File: src/octave_perlin_noise_3d_top_defines.svh
// Assertion macros for the octave noise block.
`ifndef OCTAVE_PERLIN_NOISE_3D_TOP_DEFINES_SVH
`define OCTAVE_PERLIN_NOISE_3D_TOP_DEFINES_SVH
`ifndef NO_ASSERTIONS
`define OPN_ASSERT_RST(lbl, prop) \
	lbl: assert property (@(posedge clk) disable iff (!arst_n) prop) \
		else $error("opn check failed");
`define OPN_ASSERT_NEXT(lbl, ante, cons) \
	lbl: assert property (@(posedge clk) disable iff (!arst_n) (ante) |=> (cons)) \
		else $error("opn check failed");
`else
`define OPN_ASSERT_RST(lbl, prop)
`define OPN_ASSERT_NEXT(lbl, ante, cons)
`endif
`endif

File: src/opn_ram.sv
`default_nettype none
module opn_ram #(
	parameter int WIDTH = 8,
	parameter int DEPTH = 256
) (
	input  wire                       clk,
	input  wire                       we,
	input  wire  [$clog2(DEPTH)-1:0]  waddr,
	input  wire  [WIDTH-1:0]          wdata,
	input  wire  [$clog2(DEPTH)-1:0]  raddr,
	output logic [WIDTH-1:0]          rdata
);
	logic [WIDTH-1:0] mem [DEPTH];

	always_ff @(posedge clk) begin
		if (we) begin
			mem[waddr] <= wdata;
		end
		rdata <= mem[raddr];
	end
endmodule
`default_nettype wire

File: config.mk
export PLATFORM = sky130hd
export DESIGN_NAME = opn_ram
export DESIGN_NICKNAME = d
export VERILOG_FILES = /design/src/octave_perlin_noise_3d_top_defines.svh /design/src/opn_ram.sv
export SDC_FILE = /design/constraint.sdc
export NUM_CORES = 2
export LEC_CHECK = 0
export ABC_AREA = 0
export BUFFER_PORTS_ARGS = -buffer_cell sky130_fd_sc_hd__buf_2
export CAP_MARGIN = 25
export CORE_AREA = 2 2 311 544
export CTS_BUF_LIST = sky130_fd_sc_hd__clkbuf_8
export DETAILED_ROUTE_END_ITERATION = 8
export DIE_AREA = 0 0 313 546
export PLACE_DENSITY_LB_ADDON = 0.05
export REMOVE_ABC_BUFFERS = 1
export SYNTH_ARGS = -nofsm -noshare
export SYNTH_HDL_FRONTEND = slang
export SYNTH_SLANG_ARGS = --single-unit
File: constraint.sdc
create_clock -name clk -period 4 [get_ports clk]
set_input_delay 0.8 -clock clk [delete_from_list [all_inputs] [get_ports clk]]
set_output_delay 0.8 -clock clk [all_outputs]
set_load 0.03 [all_outputs]
======== After elaboration in Yosys (flattened, before gate mapping) ========
Memory sizes are Yosys's and may differ from the RTL's. A register that Yosys moved wholly into a read port is not among the register bits.
Cells that the tools add are included.
word-level totals
  register bits ........................... 0
  RAM bits ................................ 2048
  input port bits ......................... 26
  output and inout bits ................... 8
  word-level logic and storage cells ...... 3
  memories kept ........................... 1
memory list
  memory  depth  bits a word  rd ports  clocked after Yosys merged registers in  wr ports  RTL line       RTL
  mem     256    8            1         1                                        1         opn_ram.sv:13  logic [WIDTH-1:0] mem [DEPTH];
operators by class
  multiplexer cells ....................... 2
operators with widths
  operator  number
  $mux 1    2

======== Longest topological paths before layout ========
  word-level depth ........................ 2
  depth in mapped cells ................... 11
  depth with buffers taken out ............ 6

======== Worst setup path after synthesis ========
OpenSTA, ideal clock, no wires.
  path type ............................... input to register
  from .................................... input raddr[0]
  to ...................................... register rdata[2], read port of mem
  library setup time ...................... 0.131 ns
  arrival time ............................ 2.607 ns
  data required time ...................... 3.869 ns
  setup slack ............................. 1.262 ns
  cell stages on the path ................. 9
  path buffers ............................ 4
  path through ............................ buf_6 > buf_12 > buf_8 > buf_2 > mux4_2 > a22oi_1 > a21oi_1 > nor4_1 > nor4_2
RTL lines
  element      RTL line       RTL
  from (decl)  opn_ram.sv:10  input wire [$clog2(DEPTH)-1:0] raddr,
  to (decl)    opn_ram.sv:11  output logic [WIDTH-1:0] rdata

==> metrics.cfg <==
[setup_path]
worst-endpoint-arrival_ns = 3.98
crit_path_start_kind = input pin
slowest_delay_ns = 0.69
cp_cell_sequence = buf_8, or2b_1, o221ai_1, o211ai_1, a21oi_1, nor4_1, buf_4, nor4_2
cell_with_the_largest_stage_delay_on_the_worst_path = sky130_fd_sc_hd__or2b_1
timing.critical_path.fanout_max = 36
path_delay_family = simple AND/OR/NAND/NOR gates
worstSetupPathType = in2reg
end_kind = flop
worst-endpoint-required_ns = 4.75
crit_buf_inv = 2

[route]
route.final.wire_length_um = 216100
first_iter_violations = 3735
drt-wirelength-per-cell_um = 32.32
drt.antenna.violating_nets = 0
drt-pass1-iter-count = 6
post-route-drc-count = 0
drt-vias-per-instance = 5.956
vias = 39830

[grt]
via_count_of_the_first_global_routing_pass = 42370
global_route.usage.total_pct = 25.42
grt_first_pass_wirelength_um = 308800
antenna_violations_before_repair = 13
grt_max_degree = 130
grt_overflow = 0

[flow_run]
timing.max_cap.violations = 0

[cts]
postCtsSetupRepairBufs = 0
post_cts_resized = 0
cts-htree-levels = 5
cts_sinks = 2056
clock_buffer_count_from_cts = 298
clk_path_buf_depth = 4
cts_hold_buf = 0
later_pin_clock_latency_in_the_skew_report_ns = 0.92
clock_tree_from_tritoncts = done
cts_root_buf = sky130_fd_sc_hd__clkbuf_8
clk_pin_slew_ns = 0.07

[placement]
detailed_place_hpwl_um = 142400
gp_routability_congestion = 0.8398
placement.io_buffers = 33
post_dp_cell_area_sq_um = 84980

[layout]
layout.cells.most_common = sky130_fd_sc_hd__edfxtp_1
drive_gt1_share_pct = 29.28
mostFrequentLayoutCells = 2,048 x sky130_fd_sc_hd__edfxtp_1, 454 x sky130_fd_sc_hd__mux4_2, 368 x sky130_fd_sc_hd__buf_4
final_cell_area_sq_um = 90440
final.fill_count = 12890
finalNetCount = 4278
multiInputGateArea_sq_um = 16480
ff_latch_area_sq_um = 61660
area_delta_synth_final_pct = 13.67

[power]
p_leak_nw = 28.89
power.density_nw_per_um2 = 462.9
internal_power_component_mw = 32.46
power.share.switching_pct = 22.46
power.clock.fraction_pct = 37.5
seq_power_share_pct = 56.8
combinationalPowerShare_pct = 5.6
power_spent_charging_and_discharging_nets_mw = 9.402
irDropWorstVdd_mv = 0.2211

[timing]
timing.clock.skew_ns = 0.05173
setup-violations-final = 0
worst_slew_pin_slew_ns = 1.082
setup_tns_after_final_layout_ns = 0
hold_violations = 0
slew_headroom_pct = 27.85
timing.final.crit_period_ns = 3.226
final-max-slew-violation-count = 0
maxClockFrequency_ghz = 0.3100
post-route-period-util_pct = 80.64
grt_setup_unrepaired = no

[synthesis]
synth.largest_area_cell = sky130_fd_sc_hd__edfxtp_1
post_synth.cell_area_avg_sq_um = 21.31
synthCells = 3733
ys.flop_type = sky130_fd_sc_hd__edfxtp_1
synth.yosys.seq_area_share_pct = 77.50
synth_enable_flop_cells = 2048
synth.cell_area_sq_um = 79560
ys_ff_latch = 2056
synth.top_cells.by_area = sky130_fd_sc_hd__edfxtp_1 77%, sky130_fd_sc_hd__mux4_2 13%, sky130_fd_sc_hd__mux2i_1 1.7%
synth-async-reset-ratio_pct = 0
post_synth_num_cell_types = 55
synth_warnings = 0
synth_top_area_share_pct = 77.30

[hold_path]
timing.hold.worst.class = in2reg

[floorplanning]
die_width_um = 313
die_h_um = 546
floorplan.rows = 199
die_area_sq_um = 170900
core-area_sq_um = 167100
ios = 34
start_util_pct = 47.62

[status]
status = complete, no violations

power groups by stage:
stage / registers, mW / clock network [mW] / logic [mW]
final: 23.8 / 15.7 / 2.36
after detailed placement: 24.3 / 0 / 2.40
after global routing: 23.8 / 17.0 / 2.48
after CTS: 23.8 / 16.1 / 2.40
after floorplan: 24.3 / 0 / 0.833
after global placement: 24.3 / 0 / 2.35
per-stage QoR:
stage | hold slack, ns | worst slack, ns | utilization, % | std cells | total power, mW
finish | 0.4121 | 0.7744 | 54.13 | 6687 | 41.87
global route | 0.4008 | 0.5951 | 54.12 | 6683 | 43.24
CTS | 0.3404 | 0.7065 | 54.12 | 6682 | 42.32
detailed placement | 1.070 | -0.3071 | 50.87 | 6163 | 26.65
global placement | 1.081 | -0.3488 | 50.85 | 6161 | 26.60
floorplan | 0.7630 | 0.7922 | - | 3500 | 25.09
layout make-up:
type                    count  area share, %
well taps                2211          3.059
repair buffers            452          4.499
clock inverters           208          1.283
clock buffers             311          4.733
multi-input cells        1442          18.22
inverters                   2       0.008301
diodes                      5        0.01384
flip-flops and latches   2056          68.18
cells by family (layout without fill, tap and decap cells):
group                  count (synthesis)  after routing  synth area share (%)
DFF                                 2056           2056                 77.50
other                                  0              5                     0
muxes                                591            591                 14.62
buffers and inverters                235            973                 1.831
and+or+nand+nor                      466            466                 2.628
AOI/OAI and AO/OA                    385            385                 3.419
state kept, by name, indices dropped and copies added (netlist names):
name,count
rdata,8
mem,2048
cells in the mapped netlist, drive strengths merged (2+ instances only):
cell type and number:
mux2i 134, nand2b 8, mux4 456, a22oi 133, a31oi 2, buf 122
o221ai 47, nor2 282, nor3 22, a311oi 2, a21oi 96, nand3 34
o22ai 28, and3b 2, a22o 8, and2 6, nand4 10, a221oi 14
dfxtp 8, o21ai 12, clkbuf 111, edfxtp 2048, nand3b 2, a211oi 16
nor4 27, or2 4, nor2b 31, o22a 5, o211ai 10, o32ai 5
a2111oi 5, nand2 33
worst paths after layout:
check,slack (ns),depth (start not counted),from,to
worst max register to register,1.24,7,mem[129][1],rdata[1]
worst min register to register,1.08,6,mem[6][6],rdata[6]
worst min-delay path,0.41,1,wdata[2],mem[98][2]
worst max-delay path,0.77,8,raddr[1],rdata[2]
layer usage:
| metal | vias up | share of wire [%] | global-route usage, % |
|---|---|---|---|
| met5 | - | 0.026 | 0 |
| met4 | 10 | 4.2 | 10.23 |
| met3 | 406 | 5.3 | 4.067 |
| met2 | 1396 | 54 | 45.86 |
| met1 | 21300 | 36 | 30.25 |
| li1 | 16720 | - | - |
worst reg2reg max path: stages (launching register included):
cell and delay, ns:
sky130_fd_sc_hd__edfxtp_1 0.35, sky130_fd_sc_hd__mux4_1 0.60, sky130_fd_sc_hd__mux4_2 0.52, sky130_fd_sc_hd__nor2_1 0.14, sky130_fd_sc_hd__a2111oi_1 0.09, sky130_fd_sc_hd__buf_4 0.17
sky130_fd_sc_hd__nor3_1 0.62, sky130_fd_sc_hd__nor4_1 0.13
No activity file was read; power rests on OpenSTA's default activity.
